===== src/rtl/core/pwf_pkg.sv =====
`default_nettype none

package pwf_pkg;

  // Output position fields keep their low six bits.
  localparam int POS_W = 6;

  // Widths of the configuration registers.
  localparam int SIDE_CFG_W   = 7;
  localparam int WIN_CFG_W    = 4;
  localparam int STRIDE_CFG_W = 4;

  // Configuration write channel.
  localparam int CFG_IDX_W  = 3;
  localparam int CFG_DATA_W = 7;

  typedef enum logic [CFG_IDX_W-1:0] {
    REG_PLANE_SIDE  = 3'd0,
    REG_WINDOW_SIZE = 3'd1,
    REG_STRIDE      = 3'd2,
    REG_POOL_MODE   = 3'd3,
    REG_ACTIVATION  = 3'd4
  } cfg_reg_t;

  // Register values after reset.
  localparam logic [SIDE_CFG_W-1:0]   RST_PLANE_SIDE  = 7'd8;
  localparam logic [WIN_CFG_W-1:0]    RST_WINDOW_SIZE = 4'd2;
  localparam logic [STRIDE_CFG_W-1:0] RST_STRIDE      = 4'd2;

  // Pool modes.
  localparam logic MODE_MAX  = 1'b0;
  localparam logic MODE_MEAN = 1'b1;

  // What the position tracker reports for the sample at the input.
  typedef struct packed {
    logic             hit;
    logic             eop;
    logic [POS_W-1:0] out_row;
    logic [POS_W-1:0] out_col;
  } win_info_t;

endpackage

`default_nettype wire


===== src/rtl/core/pwf_scan.sv =====
`default_nettype none

module pwf_scan #(
  parameter int  MAX_SIDE   = 64,
  parameter int  MAX_WINDOW = 8,
  localparam int PW  = $clog2(MAX_SIDE + 1),
  localparam int WW  = $clog2(MAX_WINDOW + 1),
  localparam int RW  = (MAX_WINDOW > 1) ? $clog2(MAX_WINDOW) : 1,
  localparam int CLW = (MAX_SIDE > 1) ? $clog2(MAX_SIDE) : 1
) (
  input  wire logic                                clk,
  input  wire logic                                rst_n,
  input  wire logic                                restart,
  input  wire logic                                advance,
  input  wire logic [PW-1:0]                       side,
  input  wire logic [WW-1:0]                       win,
  input  wire logic [pwf_pkg::STRIDE_CFG_W-1:0]    stride,
  output pwf_pkg::win_info_t                       info,
  output logic      [PW-1:0]                       y0,
  output logic      [PW-1:0]                       x0,
  output logic      [RW-1:0]                       ring0,
  output logic      [RW-1:0]                       cur_ring,
  output logic      [CLW-1:0]                      cur_col
);
  import pwf_pkg::*;

  localparam int MW0 = (PW > WW) ? PW : WW;
  localparam int XW  = ((MW0 > STRIDE_CFG_W) ? MW0 : STRIDE_CFG_W) + 1;

  logic [PW-1:0]           r_r, c_r, r_nxt, c_nxt;
  logic [RW-1:0]           ring_r, ring_nxt;
  logic [STRIDE_CFG_W-1:0] ym_r, xm_r, ym_nxt, xm_nxt;
  logic [PW-1:0]           yq_r, xq_r, yq_nxt, xq_nxt;

  logic [XW-1:0] side_x, win_x, st_x, r_x, c_x, y0_x, x0_x, lim_x;
  logic [XW-1:0] ring_x, wm1_x, ring0_x;
  logic          fit, row_ok, col_ok, c_wrap, r_wrap;

  // Window position of the sample at the input.
  always_comb begin
    side_x = XW'(side);
    win_x  = XW'(win);
    st_x   = XW'(stride);
    r_x    = XW'(r_r);
    c_x    = XW'(c_r);
    fit    = win_x <= side_x;
    row_ok = r_x + XW'(1) >= win_x;
    col_ok = c_x + XW'(1) >= win_x;
    y0_x   = r_x + XW'(1) - win_x;
    x0_x   = c_x + XW'(1) - win_x;
    lim_x  = side_x - win_x;

    info.hit     = fit && row_ok && col_ok && (ym_r == '0) && (xm_r == '0);
    info.eop     = (y0_x + st_x > lim_x) && (x0_x + st_x > lim_x);
    info.out_row = POS_W'(yq_r);
    info.out_col = POS_W'(xq_r);

    // Store row that holds the window's top row.
    ring_x  = XW'(ring_r);
    wm1_x   = win_x - XW'(1);
    ring0_x = (ring_x >= wm1_x) ? ring_x - wm1_x : ring_x + XW'(MAX_WINDOW) - wm1_x;
  end

  assign y0       = PW'(y0_x);
  assign x0       = PW'(x0_x);
  assign ring0    = RW'(ring0_x);
  assign cur_ring = ring_r;
  assign cur_col  = CLW'(c_r);

  // Raster counters and stride phases for the next sample.
  always_comb begin
    c_wrap   = c_x + XW'(1) >= side_x;
    r_wrap   = r_x + XW'(1) >= side_x;
    r_nxt    = r_r;
    c_nxt    = c_wrap ? '0 : PW'(c_x + XW'(1));
    ring_nxt = ring_r;
    ym_nxt   = ym_r;
    yq_nxt   = yq_r;
    xm_nxt   = xm_r;
    xq_nxt   = xq_r;

    if (XW'(c_nxt) < win_x) begin
      xm_nxt = '0;
      xq_nxt = '0;
    end else if (xm_r + STRIDE_CFG_W'(1) == stride) begin
      xm_nxt = '0;
      xq_nxt = xq_r + PW'(1);
    end else begin
      xm_nxt = xm_r + STRIDE_CFG_W'(1);
    end

    if (c_wrap) begin
      r_nxt = r_wrap ? '0 : PW'(r_x + XW'(1));
      if (r_wrap || ring_r == RW'(MAX_WINDOW - 1)) begin
        ring_nxt = '0;
      end else begin
        ring_nxt = ring_r + RW'(1);
      end
      if (XW'(r_nxt) < win_x) begin
        ym_nxt = '0;
        yq_nxt = '0;
      end else if (ym_r + STRIDE_CFG_W'(1) == stride) begin
        ym_nxt = '0;
        yq_nxt = yq_r + PW'(1);
      end else begin
        ym_nxt = ym_r + STRIDE_CFG_W'(1);
      end
    end
  end

  always_ff @(posedge clk) begin
    if (!rst_n || restart) begin
      r_r    <= '0;
      c_r    <= '0;
      ring_r <= '0;
      ym_r   <= '0;
      yq_r   <= '0;
      xm_r   <= '0;
      xq_r   <= '0;
    end else if (advance) begin
      r_r    <= r_nxt;
      c_r    <= c_nxt;
      ring_r <= ring_nxt;
      ym_r   <= ym_nxt;
      yq_r   <= yq_nxt;
      xm_r   <= xm_nxt;
      xq_r   <= xq_nxt;
    end
  end

  // The column counter never reaches the plane side.
  a_col_in_plane: assert property (@(posedge clk) disable iff (!rst_n)
    c_r < side) else $error("column counter outside the plane");

  // The column stride phase stays below the stride.
  a_phase_in_range: assert property (@(posedge clk) disable iff (!rst_n)
    xm_r < ((stride == '0) ? STRIDE_CFG_W'(1) : stride))
    else $error("column stride phase out of range");

  // The store row follows the plane row: row zero always lands in store row zero.
  a_ring_tracks_row: assert property (@(posedge clk) disable iff (!rst_n)
    (r_r == '0) |-> (ring_r == '0)) else $error("store row lost track of plane row");

endmodule

`default_nettype wire


===== config.mk =====
export PLATFORM = sky130hd
export DESIGN_NAME = pwf_scan
export DESIGN_NICKNAME = d
export VERILOG_FILES = /design/src/rtl/core/pwf_pkg.sv /design/src/rtl/core/pwf_scan.sv
export SDC_FILE = /design/constraint.sdc
export NUM_CORES = 1
export LEC_CHECK = 0
export ABC_AREA = 1
export BUFFER_PORTS_ARGS = -buffer_cell sky130_fd_sc_hd__buf_2
export CORE_MARGIN = 10
export CORE_UTILIZATION = 54
export DETAILED_ROUTE_END_ITERATION = 12
export HOLD_SLACK_MARGIN = 0.06
export PLACE_DENSITY = 0.78
export SETUP_SLACK_MARGIN = 0.02
export SKIP_CTS_REPAIR_TIMING = 1
export SYNTH_ARGS = -nofsm -noshare
export SYNTH_HDL_FRONTEND = slang
export SYNTH_SLANG_ARGS = --single-unit

===== constraint.sdc =====
create_clock -name clk -period 3.62 [get_ports clk]
set_clock_uncertainty 0.05 [all_clocks]
set_input_delay 0.362 -clock clk [delete_from_list [all_inputs] [get_ports clk]]
set_output_delay 0.362 -clock clk [all_outputs]
set_load 0.01 [all_outputs]

==> results.json <==
{
  "status": "complete, but fails checks",
  "violations": "setup timing",
  "fp.coreArea_um2": 7807,
  "post-route-period-util_pct": 114.1,
  "synthFlopType": "dfxtp_1",
  "syn_inst": 637,
  "period_needed_ns": 4.130,
  "layout_common_cells": "nand2_1, inv_1, buf_4, nor2_1, buf_2",
  "ant_nets": 0,
  "synth_fa_ha_area_share_pct": 22.15,
  "hold_class": "primary input to register",
  "synth_edf_count": 0,
  "multi_input_area_um2": 3517,
  "setup_violations": 1,
  "crit_path_start_kind": "register",
  "track_usage_pct": 20.19,
  "clock_tree.htree_level_count": 2,
  "grt_max_degree": 28,
  "muxShareOfSynthArea_pct": 0,
  "fillers": 627,
  "final_nets": 854,
  "via_per_inst": 5.309,
  "r2r-start": "r_r[1]",
  "clock_sinks": 37,
  "clk_path_buf_depth": 2,
  "synth-simple-area-share_pct": 26.54,
  "seqCellArea_um2": 757.0,
  "vias": 4582,
  "port_buffers": 58,
  "worstSetupPathType": "register to output pin",
  "worstPathRequired_ns": 3.21,
  "antenna_cells": 0,
  "drive_gt1_share_pct": 30.88,
  "r2r_slack_ns": 0.24,
  "final_util_pct": 73.61,
  "worstSetupEndpointType": "output pin",
  "avgSynthCellArea_um2": 6.883,
  "synth_top_family_by_area": "simple AND/OR/NAND/NOR gates",
  "dpl_cell_area_um2": 5390,
  "stdcell_count": 863,
  "final_area_um2": 5747,
  "clk_pin_slew_ns": 0.07,
  "cts_buffers": 5,
  "synth_compound_area_share_pct": 12.16,
  "reg2reg_depth": 22,
  "ir_worst_vdd_mv": 0.2653,
  "max_slew.worst_pin.slew_ns": 0.7224,
  "crit_fanout": 4,
  "maxCapViolations": 0,
  "holdPathStages": 4,
  "hold_viol_final": 0,
  "wl_per_cell_um": 14.63,
  "timing.slew.headroom_pct": 51.67,
  "cts_tree": "yes",
  "finalMaxSlewViolations": 0,
  "hold_path.startpoint": "restart",
  "post-dp-hpwl_um": 10160,
  "worst_slack_ns": -0.5104,
  "start_util_pct": 56.15,
  "drc": 0,
  "globalplace.congestion": 0.9459,
  "antenna_found_initial": 0,
  "r2r-end": "yq_r[4]",
  "syn2layout_area_growth_pct": 31.08,
  "power.density_nw_per_um2": 241.8,
  "place_inst": 847,
  "cp.arrival_ns": 3.72,
  "synthesis.area_um2": 4384,
  "cp_top_family": "adder cells",
  "grt_overflow_total": 0,
  "firstDrtPassIters": 5,
  "synth_seq_cells": 37,
  "crit_path_cell_trace": "ha_4, nand2_2, inv_2, nor2_4, ha_4, inv_4, o31ai_4, xor2_1, inv_2, ha_4, nand2_2, nor2_2, a211oi_2, nor2_1, nand2_1, xor2_1, ha_1, nand2_2, nor3_2, nand3_1, o41ai_2, a311oi_2, buf_2",
  "clock.fmax_mhz": 242.1,
  "synth_xor_area_share_pct": 10.76,
  "rows": 32,
  "drt_wl_total_um": 12620,
  "rsz0062_at_grt": "true",
  "max_stage_delay_ns": 0.38,
  "ys_types": 43,
  "leakage_uw": 0.002975,
  "hold_ws_ns": 0.4383,
  "grt_pass1_vias": 4524,
  "cts_root_buf": "clkbuf_8",
  "async_flop_share_pct": 0,
  "worstHoldEndpoint": "xq_r[3]",
  "io_pins": 59,
  "syn-num-nets": 730,
  "cp_num_buf_inv": 4,
  "yosysWarningCount": 0,
  "grt_pass1_wl_um": 20110,
  "drt_iter0_markers": 246,
  "layout_commonest_cell": "nand2_1",
  "die_h_um": 110.1,
  "dieArea_um2": 12120,
  "clock_latency_ns": 0.28,
  "ys_seq_area_share_pct": 16.89,
  "cp_slowest_cell": "dfxtp_4",
  "dieWidth_um": 110.1
}
report_power, final:
group	switching (uW)	total (uW)	internal (uW)	leakage, uW
clock network	136	287	151	0.0000443
registers	6.18	416	410	0.000302
logic	382	687	304	0.00263
total	525	1390	865	0.00297
sequential cells by signal, summed over array words and instances (netlist names):
| signal | cells |
|---|---|
| r_r | 7 |
| cur_ring | 3 |
| xm_r | 4 |
| c_r | 7 |
| ym_r | 4 |
| yq_r | 6 |
| xq_r | 6 |
per-layer routing:
| layer | GRT usage [%] | vias to the layer above | part of all wire [%] |
|---|---|---|---|
| li1 | - | 2308 | - |
| met1 | 24.16 | 2099 | 43 |
| met2 | 36.16 | 150 | 49 |
| met3 | 3.076 | 25 | 5.8 |
| met4 | 6.422 | 0 | 2.5 |
| met5 | 0 | - | 0 |
stage by stage:
stage                     setup WS [ns]  TNS, ns  power (uW)
after detailed placement        -0.2530  -0.2530        1041
after global routing            -0.6877  -0.6877        1492
final                           -0.5104  -0.5104        1390
after floorplan                 0.01974        0       835.0
after global placement          -0.1577  -0.1577        1008
after CTS                       -0.5791  -0.5791        1329
synthesized netlist by cell type, types with 3 or more instances:
library cell    n  area [um2]
a21oi_1        53       265.3
xnor2_1        20       175.2
a211oi_1        3       22.52
nor3_1          8       40.04
nor2_1         68       255.2
a21boi_0        3       22.52
buf_4           6       45.04
nand4_2         3       37.54
o21ai_0        19       95.09
buf_2           4       20.02
xor2_1         27       236.5
fa_1            6       120.1
nand3_1        34       170.2
inv_1         106       397.9
nor2_2          4       25.02
inv_2           3       11.26
nand2_2         8       50.05
nand3_2         3       30.03
nand4_1         6       37.54
nand2_4         4       45.04
ha_1           68       850.8
o31ai_1         3       22.52
dfxtp_1        37       740.7
nand2_1       113       424.2
worst register-to-register path, delay by kind of cell (launching register included):
kind | cells | cell delay, ns
xor+xnor | 1 | 0.23
fa+ha+maj | 3 | 0.69
simple gates | 14 | 1.41
compound gates | 2 | 0.32
flops | 1 | 0.35
buf+inv | 2 | 0.26
kinds of logic (layout without fill, tap and decap cells):
family,after synthesis,in the layout
compound gates,94,94
buf+inv,125,247
xor+xnor,50,50
simple gates,257,259
flops,37,37
fa+ha+maj,74,74
final cells by class:
cell class	count	area share, %
Clock buffer	7	1.502
Tap cell	102	2.221
Timing Repair Buffer	130	14.67
Multi-Input combinational cell	477	61.20
Sequential cell	37	13.17
Inverter	110	7.228
worst max-delay path by stage:
stage                      start  endpoint  slack [ns]  cells past startpoint
after global placement    c_r[0]  info[12]       -0.16                     18
after CTS                 c_r[2]  info[12]       -0.58                     22
after detailed placement  c_r[2]  info[12]       -0.25                     22
final                     c_r[0]  info[12]       -0.51                     23
after floorplan           c_r[1]  info[12]        0.02                     22
after global routing      r_r[1]  info[12]       -0.69                     22
Note: power is estimated with default switching activity, not from simulation.
