File: src/rtl/core/pwf_divider.sv
`default_nettype none

module pwf_divider #(
  parameter int  NUM_W = 22,
  parameter int  DEN_W = 8,
  localparam int CNT_W = $clog2(NUM_W + 1)
) (
  input  wire logic             clk,
  input  wire logic             rst_n,
  input  wire logic             start,
  input  wire logic [NUM_W-1:0] num,
  input  wire logic [DEN_W-1:0] den,
  output logic                  done,
  output logic      [NUM_W-1:0] quot
);

  logic             busy_r;
  logic             done_r;
  logic [CNT_W-1:0] cnt_r;
  logic [DEN_W-1:0] rem_r;
  logic [DEN_W-1:0] den_r;
  logic [NUM_W-1:0] acc_r;

  logic [DEN_W:0]   rem_sh;
  logic             ge;
  logic [DEN_W-1:0] rem_nxt;

  // Restoring step: bring down the next numerator bit and try to subtract.
  always_comb begin
    rem_sh  = {rem_r, acc_r[NUM_W-1]};
    ge      = rem_sh >= {1'b0, den_r};
    rem_nxt = ge ? DEN_W'(rem_sh - {1'b0, den_r}) : DEN_W'(rem_sh);
  end

  // Control: one quotient bit per cycle, done pulses after the last one.
  always_ff @(posedge clk) begin
    if (!rst_n) begin
      busy_r <= 1'b0;
      done_r <= 1'b0;
      cnt_r  <= '0;
    end else begin
      done_r <= 1'b0;
      if (start) begin
        busy_r <= 1'b1;
        cnt_r  <= '0;
      end else if (busy_r) begin
        cnt_r <= cnt_r + CNT_W'(1);
        if (cnt_r == CNT_W'(NUM_W - 1)) begin
          busy_r <= 1'b0;
          done_r <= 1'b1;
        end
      end
    end
  end

  // Datapath: the numerator shifts out as the quotient shifts in.
  always_ff @(posedge clk) begin
    if (start) begin
      rem_r <= '0;
      acc_r <= num;
      den_r <= den;
    end else if (busy_r) begin
      rem_r <= rem_nxt;
      acc_r <= {acc_r[NUM_W-2:0], ge};
    end
  end

  assign done = done_r;
  assign quot = acc_r;

endmodule

`default_nettype wire

File: config.mk
export PLATFORM = sky130hd
export DESIGN_NAME = pwf_divider
export DESIGN_NICKNAME = d
export VERILOG_FILES = /design/src/rtl/core/pwf_divider.sv
export SDC_FILE = /design/constraint.sdc
export NUM_CORES = 1
export LEC_CHECK = 0
export ABC_AREA = 1
export BUFFER_PORTS_ARGS = -buffer_cell sky130_fd_sc_hd__buf_2
export CORE_MARGIN = 5
export CORE_UTILIZATION = 35
export DETAILED_ROUTE_END_ITERATION = 10
export GPL_TIMING_DRIVEN = 0
export SLEW_MARGIN = 20
export SYNTH_ARGS = -nofsm -noshare
export SYNTH_HDL_FRONTEND = slang
export SYNTH_SLANG_ARGS = --single-unit
File: constraint.sdc
create_clock -name clk -period 1.6 [get_ports clk]
set_clock_uncertainty 0.15 [all_clocks]
set_input_delay 0.16 -clock clk [delete_from_list [all_inputs] [get_ports clk]]
set_output_delay 0.16 -clock clk [all_outputs]
set_load 0.01 [all_outputs]
==> results.json, run 1 <==
{
  "dp_hpwl_mm": 3.749,
  "detail_route.wl_per_cell_um": 12.87,
  "num_rows": 29,
  "slew-limit-headroom": 0.5235,
  "hold_viol": 0,
  "final_core_util": 0.5300,
  "avgSynthCellArea_um2": 8.716,
  "crit_path_max_fanout": 7,
  "cp-start-kind": "flip-flop",
  "seqPwrFrac": 0.519,
  "crit_required_ns": 1.65,
  "intPower_w": 0.001934,
  "start_util": 0.3630,
  "p_leak_nw": 1.581,
  "grtUsageTotal": 0.1397,
  "fin_crit_sh": 1.102,
  "ff_latch_area_mm2": 0.001201,
  "clockPowerShare": 0.248,
  "routed_wl_mm": 5.815,
  "rsz0062_at_grt": "yes",
  "drt_iter0_drc": 108,
  "viasPerCell": 4.695,
  "worstPathArrival_ns": 1.81,
  "globalplace.congestion": 0.8064,
  "nets": 419,
  "fillers": 582,
  "synth_cell_type_count": 29,
  "final_cells": 452,
  "cts_tree": "built",
  "multi_input_area_mm2": 0.001169,
  "setup_viol": 9,
  "grt_pass1_vias": 2062,
  "die_area_mm2": 0.008352,
  "antenna_left": 0,
  "dp.cells": 398,
  "p_sw_w": 0.0007518,
  "antenna_found_initial": 0,
  "max_freq_mhz": 567.1,
  "critPathKind": "reg2reg",
  "clock_tree.root_cell": "clkbuf_8",
  "synthesis.nets": 310,
  "grt_pass1_wl_mm": 9.473,
  "combPwrFrac": 0.233,
  "syn_inst": 266,
  "cts_buffers": 5,
  "grt-ovfl-total": 0,
  "grt_max_degree": 14,
  "antennaDiodeCount": 0,
  "ys_ff_latch": 45,
  "drv_slew": 0,
  "cellPowerDensity_mw_per_mm2": 793.5,
  "synth-seq-area-share": 0.5181,
  "die_y_um": 91.39,
  "yosys_warnings": 0,
  "end_kind": "flip-flop",
  "cap_violations": 0,
  "drc": 0,
  "final_layout_size_suffix_gt1_frac": 0.3253,
  "io_pins": 56,
  "cts.sinks": 45,
  "dr.pass1.iters": 4,
  "dr_total_vias": 2122,
  "fin_crit_ns": 1.763,
  "port_buffers": 55,
  "ir_drop_uv": 451.2,
  "min_path_type": "in2reg",
  "post_synth_instance_area_mm2": 0.002318,
  "fp.dieW_um": 91.39,
  "worst_pin_slew_ns": 0.7121,
  "clock_path_buffers": 2,
  "clock_latency_ns": 0.29,
  "switching_share": 0.2800,
  "violations": "setup timing",
  "status": "complete, but fails checks",
  "path_clk_slew_ns": 0.09,
  "finalSetupTns_ns": -1.214,
  "area_delta_synth_final_pct": 45.98,
  "fin_ws_ns": -0.1633,
  "cts.htree.levels": 2,
  "core_mm2": 0.006386
}
area by class of cell:
type / instances / share of cell area
Multi-Input combinational cell: 187 / 0.3453
Inverter: 29 / 0.03327
Timing Repair Buffer: 100 / 0.2048
Timing Repair inverter: 1 / 0.002218
Clock inverter: 2 / 0.003327
Clock buffer: 5 / 0.02033
Sequential cell: 45 / 0.3549
Buffer: 6 / 0.007394
Tap cell: 77 / 0.02847
power by group through the flow:
stage / logic (W) / registers [W] / clock network, W
after CTS: 0.000577 / 0.00139 / 0.000697
final: 0.000625 / 0.00139 / 0.000666
after floorplan: 0.000267 / 0.00144 / 0
after global placement: 0.000455 / 0.00142 / 0
after global routing: 0.000690 / 0.00140 / 0.000737
after detailed placement: 0.000459 / 0.00142 / 0
synth_stat cells (all sizes together):
cell type,instances,share of area
nand2,116,0.20
edfxtp,30,0.39
inv,29,0.047
nand3,18,0.046
dfxtp,15,0.13
nor2,11,0.029
ha,10,0.054
nand3b,7,0.023
nor3,7,0.017
a21oi,5,0.011
clkbuf,4,0.0065
xor2,3,0.011
a31oi,2,0.0054
buf,2,0.0043
nand4,2,0.0054
a211oi,1,0.0032
fa,1,0.0086
nor3b,1,0.0032
o211ai,1,0.0032
or2,1,0.0038
placed cells by master, fill, tap and decap left out, types with 6 or more instances in the layout:
cell           netlist  routed
buf_2                2      57
buf_4                0      14
dfxtp_1             15      15
dlygate4sd3_1        0      29
edfxtp_1            30      30
ha_4                 0       8
inv_1               26      19
inv_2                3       9
nand2_1            111     107
nand2_2              2       6
nand3_1             16      11
nand3_2              1       6
nand3b_1             7       7
nor2_1               8       7
nor3_1               6       6
final timing paths:
path,start,end,slack (ns),depth (start not counted)
hold / removal,num[20],quot[20]$_DFFE_PP_,0.01,3
setup / recovery,den_r[2]$_DFFE_PP_,rem_r[6]$_SDFFE_PP0P_,-0.16,10
setup reg to reg,den_r[2]$_DFFE_PP_,rem_r[6]$_SDFFE_PP0P_,-0.16,10
hold reg to reg,rem_r[1]$_SDFFE_PP0P_,rem_r[1]$_SDFFE_PP0P_,0.35,2
routing by layer:
layer | vias to the layer above | routed length [um] | track usage | part of all wire
li1 | 1077 | - | - | -
met1 | 975 | 2442 | 0.1645 | 0.42
met2 | 53 | 2997 | 0.2416 | 0.52
met3 | 17 | 186 | 0.02231 | 0.032
met4 | 0 | 188 | 0.07457 | 0.032
met5 | - | 0 | 0 | 0
worst max-delay path: stages (launching register included):
cell and delay, ns:
edfxtp_1 0.38, inv_2 0.07, ha_4 0.20, or2_4 0.25, nand3_4 0.10, nand2_4 0.07, nand2_8 0.11, buf_6 0.11
nand3b_1 0.09, nand3_2 0.09, nand2_1 0.05
cell families (layout without fill, tap and decap cells):
| logic type | count (synthesis) | in the layout | share of synthesized area |
|---|---|---|---|
| flops | 45 | 45 | 0.5181 |
| fa+ha+maj | 11 | 11 | 0.06260 |
| buf+inv | 35 | 143 | 0.05774 |
| compound gates | 9 | 9 | 0.02267 |
| xor+xnor | 3 | 3 | 0.01134 |
| simple gates | 163 | 164 | 0.3276 |
registers in the layout, indices dropped and copies added (netlist names):
register	cells
quot	22
den_r	8
rem_r	8
cnt_r	5
busy_r	1
done	1
metrics by stage:
stage | total power, W | setup slack, ns | hold slack (ns) | cell area [um2]
global placement | 0.001870 | -0.3917 | 0.1874 | 2708
CTS | 0.002667 | -0.1510 | 0.004378 | 3262
global route | 0.002831 | -0.2431 | 0.02800 | 3385
detailed placement | 0.001877 | -0.3960 | 0.1892 | 2708
floorplan | 0.001705 | -0.07874 | 0.1089 | 2336
finish | 0.002685 | -0.1633 | 0.01316 | 3385
repair_timing:
action / in CTS / in global routing
pin swaps: 9 / 14
hold endpoints to repair: 29 / 0
gates resized for setup: 15 / 15
hold buffers: 29 / 0
setup endpoints to repair: 32 / 21
gates cloned: 1 / 1
buffers inserted: 11 / 5
Note: power is estimated with default switching activity, not from simulation.
==> run 2: changes to the inputs <==
--- a/config.mk
+++ b/config.mk
@@ -8,9 +8,10 @@
 export ABC_AREA = 1
 export BUFFER_PORTS_ARGS = -buffer_cell sky130_fd_sc_hd__buf_2
 export CORE_MARGIN = 5
-export CORE_UTILIZATION = 35
+export CORE_UTILIZATION = 43
 export DETAILED_ROUTE_END_ITERATION = 10
 export GPL_TIMING_DRIVEN = 0
+export PLACE_DENSITY = 0.66
 export SLEW_MARGIN = 20
 export SYNTH_ARGS = -nofsm -noshare
 export SYNTH_HDL_FRONTEND = slang
==> constraint.sdc (replaced) <==
create_clock -name clk -period 2 [get_ports clk]
set_clock_uncertainty 0.15 [all_clocks]
set_input_delay 0.2 -clock clk [delete_from_list [all_inputs] [get_ports clk]]
set_output_delay 0.2 -clock clk [all_outputs]
set_load 0.01 [all_outputs]
==> results.json, run 2 (same netlist as run 1, synthesis figures left out) <==
{
  "combPwrFrac": 0.186,
  "dpl_worst_slack_ns": -0.04468,
  "antennaDiodeCount": 0,
  "final_layout_size_suffix_gt1_frac": 0.2396,
  "critical_path.slowest_cell": "edfxtp_1",
  "worstPathArrival_ns": 1.88,
  "cts.sinks": 45,
  "final_core_util": 0.5537,
  "switching_share": 0.2715,
  "critPathTopFamily": "simple AND/OR/NAND/NOR gates",
  "p_sw_w": 0.0005495,
  "grt_pass1_vias": 1866,
  "fin_ws_ns": 0.1672,
  "crit_path_frequent_cell": "nand2_1",
  "cpPeakStageDelay_ns": 0.40,
  "setup_viol": 0,
  "cellPowerDensity_mw_per_mm2": 706.6,
  "io_pins": 56,
  "clock_path_buffers": 2,
  "drt_iter0_drc": 137,
  "die_y_um": 83.43,
  "hold_viol": 0,
  "max_freq_mhz": 545.6,
  "port_buffers": 55,
  "cp-start-kind": "flip-flop",
  "dr.pass1.iters": 4,
  "intPower_w": 0.001474,
  "ir_drop_uv": 475.9,
  "final_common_cell": "nand2_1",
  "crit_buf_inv": 1,
  "start_util": 0.4482,
  "rsz0062_at_grt": "no",
  "largest_reg_flops": 22,
  "path_cells": "inv_1 > ha_1 > nand2_1 > nand2_1 > nand3_4 > nand2_4 > nand2_4 > nand2_4 > nand2_1 > nand3_1 > nand2_1",
  "detail_route.wl_per_cell_um": 12.27,
  "seqPwrFrac": 0.547,
  "area_delta_synth_final_pct": 23.53,
  "die_area_mm2": 0.006961,
  "crit_required_ns": 2.04,
  "critPathKind": "reg2reg",
  "drv_slew": 0,
  "fillers": 488,
  "globalplace.congestion": 0.8148,
  "clock_latency_ns": 0.29,
  "status": "finished clean",
  "fin_crit_ns": 1.833,
  "final_cell_mix": "111 x nand2_1, 57 x buf_2, 30 x edfxtp_1, 25 x inv_1, 16 x nand3_1",
  "routed_wl_mm": 5.007,
  "ff_latch_area_mm2": 0.001201,
  "dr_total_vias": 1905,
  "dp_hpwl_mm": 3.641,
  "grt-ovfl-total": 0,
  "nets": 381,
  "num_rows": 26,
  "cts_buffers": 5,
  "grt_max_degree": 24,
  "antenna_found_initial": 0,
  "cts.htree.levels": 2,
  "antenna_left": 0,
  "path_clk_slew_ns": 0.08,
  "viasPerCell": 4.669,
  "end_kind": "flip-flop",
  "post_cts_buffers": 0,
  "fin_crit_sh": 0.9164,
  "multi_input_area_um2": 991.0,
  "whs_ns": 0.02148,
  "slew-limit-headroom": 0.5458,
  "worst_pin_slew_ns": 0.6788,
  "clockPowerShare": 0.267,
  "drc": 0,
  "cap_violations": 0,
  "cts_tree": "built",
  "min_path_type": "in2reg",
  "grtUsageTotal": 0.1455,
  "finalSetupTns_ns": 0,
  "p_leak_nw": 1.430,
  "fp.dieW_um": 83.43,
  "grt_pass1_wl_mm": 8.300,
  "core_mm2": 0.005172,
  "clock_tree.root_cell": "clkbuf_8",
  "crit_path_max_fanout": 10
}
[run 2: cell type report]
class	count	share of cell area
sequential	45	0.4194
multi-input combinational	186	0.3460
timing repair buffer	63	0.1241
inverter	29	0.03932
tap	70	0.03058
clock buffer	7	0.02665
buffer	6	0.008737
clock inverter	1	0.002621
timing repair inverter	1	0.002621
[run 2: repair_timing]
item,CTS,global route
setup endpoints to repair,0,24
hold buffers,8,0
gates resized for setup,0,4
hold endpoints to repair,8,0
[run 2: worst min-delay path, cell delays in order]
cell and delay (ns):
buf_2 0.07, nand2_1 0.04, nand2_1 0.05
[run 2: routing by layer]
metal | part of all wire | wire length [um] | track usage
met5 | 0 | 0 | 0
met4 | 0.016 | 80 | 0.04825
met3 | 0.035 | 175 | 0.03465
met2 | 0.50 | 2488 | 0.2383
met1 | 0.45 | 2263 | 0.1893
[run 2: final timing paths]
kind | cells past startpoint | slack, ns | startpoint | endpoint
max reg2reg | 11 | 0.17 | den_r[1]$_DFFE_PP_ | rem_r[5]$_SDFFE_PP0P_
max | 11 | 0.17 | den_r[1]$_DFFE_PP_ | rem_r[5]$_SDFFE_PP0P_
min reg2reg | 2 | 0.32 | rem_r[6]$_SDFFE_PP0P_ | rem_r[6]$_SDFFE_PP0P_
min | 3 | 0.02 | num[20] | quot[20]$_DFFE_PP_
[run 2: power groups by stage]
| stage | Clock (W) | Combinational [W] | Sequential, W |
|---|---|---|---|
| floorplan | 0 | 0.000208 | 0.00115 |
| global placement | 0 | 0.000355 | 0.00113 |
| detailed placement | 0 | 0.000361 | 0.00113 |
| CTS | 0.000562 | 0.000374 | 0.00111 |
| global route | 0.000611 | 0.000425 | 0.00112 |
| finish | 0.000540 | 0.000376 | 0.00111 |
[run 2: stage by stage]
stage	area, um2	std cells	power, W
detailed placement	2681	391	0.001491
CTS	2845	407	0.002046
finish	2864	408	0.002024
global route	2864	408	0.002152
global placement	2681	391	0.001484
floorplan	2318	266	0.001358
==> run 3: changes to the inputs <==
--- a/config.mk
+++ b/config.mk
@@ -7,11 +7,14 @@
 export LEC_CHECK = 0
 export ABC_AREA = 1
 export BUFFER_PORTS_ARGS = -buffer_cell sky130_fd_sc_hd__buf_2
+export CELL_PAD_IN_SITES_DETAIL_PLACEMENT = 0
+export CELL_PAD_IN_SITES_GLOBAL_PLACEMENT = 2
 export CORE_MARGIN = 5
-export CORE_UTILIZATION = 43
+export CORE_UTILIZATION = 31
+export CTS_CLUSTER_DIAMETER = 200
 export DETAILED_ROUTE_END_ITERATION = 10
 export GPL_TIMING_DRIVEN = 0
-export PLACE_DENSITY = 0.66
+export PLACE_DENSITY_LB_ADDON = 0.1
 export SLEW_MARGIN = 20
 export SYNTH_ARGS = -nofsm -noshare
 export SYNTH_HDL_FRONTEND = slang
==> results.json, run 3 (same netlist as run 1, synthesis figures left out) <==
{
  "status": "finished clean",
  "drc": 0,
  "routed_wl_mm": 5.567,
  "clock_tree.root_cell": "clkbuf_8",
  "antenna_found_initial": 0,
  "crit_path_max_fanout": 2,
  "core_mm2": 0.007253,
  "clock_latency_ns": 0.30,
  "dp_hpwl_mm": 4.028,
  "hold_viol": 0,
  "num_rows": 31,
  "worst_pin_slew_ns": 0.6740,
  "grtUsageTotal": 0.1321,
  "cpPeakStageDelay_ns": 0.42,
  "dr.pass1.iters": 4,
  "finalSetupTns_ns": 0,
  "dr_total_vias": 1903,
  "fin_crit_ns": 1.828,
  "die_area_mm2": 0.009308,
  "grt_max_degree": 15,
  "max_freq_mhz": 547.0,
  "critPathKind": "reg2reg",
  "detail_route.wl_per_cell_um": 12.68,
  "cp-start-kind": "flip-flop",
  "final_cell_mix": "110 x nand2_1, 57 x buf_2, 30 x edfxtp_1, 25 x inv_1, 16 x nand3_1",
  "final_layout_size_suffix_gt1_frac": 0.2412,
  "critical_path.slowest_cell": "fa_1",
  "port_buffers": 55,
  "critPathTopFamily": "adder cells",
  "min_path_type": "in2reg",
  "area_delta_synth_final_pct": 27.15,
  "grt_pass1_wl_mm": 9.349,
  "largest_reg_flops": 22,
  "fin_crit_sh": 0.9140,
  "post_cts_buffers": 0,
  "rsz0062_at_grt": "no",
  "nets": 383,
  "crit_required_ns": 2.05,
  "cts_tree": "built",
  "cts.sinks": 45,
  "slew-limit-headroom": 0.5490,
  "path_clk_slew_ns": 0.09,
  "antennaDiodeCount": 0,
  "ir_drop_uv": 269.4,
  "worstPathArrival_ns": 1.88,
  "rrSetupSlack_ns": 0.17,
  "drt_iter0_drc": 74,
  "total_power_w": 0.002195,
  "cellPowerDensity_mw_per_mm2": 744.7,
  "cts_buffers": 5,
  "cap_violations": 0,
  "die_y_um": 96.48,
  "drv_slew": 0,
  "final_common_cell": "nand2_1",
  "antenna_left": 0,
  "cts.htree.levels": 2,
  "fp.dieW_um": 96.48,
  "setup_viol": 0,
  "final_core_util": 0.4064,
  "crit_path_frequent_cell": "nand2_1",
  "fillers": 771,
  "io_pins": 56,
  "clock_path_buffers": 2,
  "start_util": 0.3196,
  "end_kind": "flip-flop",
  "path_cells": "inv_1 > ha_1 > fa_1 > inv_1 > nand3_1 > nand3_1 > nand2_1 > nand2_1 > nand2_1 > nand3_1 > nand2_1",
  "grt-ovfl-total": 0,
  "viasPerCell": 4.335,
  "grt_pass1_vias": 1975,
  "crit_buf_inv": 2,
  "globalplace.congestion": 0.7151,
  "p_leak_nw": 1.455
}
## run 3: layout make-up
cell class / instances / area (um2) / area share
clock buffer: 6 / 72.57 / 0.02462
buffer: 6 / 25.02 / 0.008489
multi-input combinational: 186 / 991.0 / 0.3362
timing repair inverter: 1 / 7.507 / 0.002547
timing repair buffer: 65 / 375.4 / 0.1273
inverter: 29 / 112.6 / 0.03820
sequential: 45 / 1201 / 0.4075
tap: 99 / 123.9 / 0.04202
clock inverter: 2 / 38.79 / 0.01316
## run 3: final timing paths
check / startpoint / to / cells past startpoint
setup / recovery: quot[21]$_DFFE_PP_ / rem_r[6]$_SDFFE_PP0P_ / 11
hold / removal: num[15] / quot[15]$_DFFE_PP_ / 3
setup reg to reg: quot[21]$_DFFE_PP_ / rem_r[6]$_SDFFE_PP0P_ / 11
hold reg to reg: rem_r[2]$_SDFFE_PP0P_ / rem_r[2]$_SDFFE_PP0P_ / 2
## run 3: metrics by stage
| step | instances | setup slack, ns | hold WS [ns] | instance area [um2] |
|---|---|---|---|---|
| finish | 439 | 0.1719 | 0.01380 | 2948 |
| global route | 439 | 0.0006208 | 0.002015 | 2948 |
| CTS | 438 | 0.1412 | 0.0006910 | 2935 |
| detailed placement | 420 | -0.1638 | 0.2289 | 2718 |
| global placement | 420 | -0.1625 | 0.2264 | 2718 |
| floorplan | 266 | 0.2348 | 0.1489 | 2318 |
## run 3: worst register-to-register path: stages (launching register included)
cell and delay (ns):
edfxtp_1 0.35, inv_1 0.06, ha_1 0.22, fa_1 0.42, inv_1 0.09, nand3_1 0.10, nand3_1 0.08, nand2_1 0.05
nand2_1 0.05, nand2_1 0.05, nand3_1 0.06, nand2_1 0.05
## run 3: where the power goes
part           switching, W  total (W)  leakage, nW  internal [W]
logic              0.000225   0.000380        0.974      0.000155
registers         0.0000368    0.00111        0.426       0.00107
clock network      0.000328   0.000704       0.0554      0.000376
total              0.000590    0.00220         1.46       0.00161
## run 3: timing repair
item                       4_1_cts  5_1_grt
gates resized for setup          3        1
setup endpoints to repair       23        1
hold endpoints to repair         9        1
cloned                           1        0
hold buffers                     9        1
## run 3: routing by layer
metal / track usage / share of wire
met1: 0.1770 / 0.48
met2: 0.2075 / 0.47
met3: 0.03486 / 0.037
met4: 0.04206 / 0.014
met5: 0 / 0
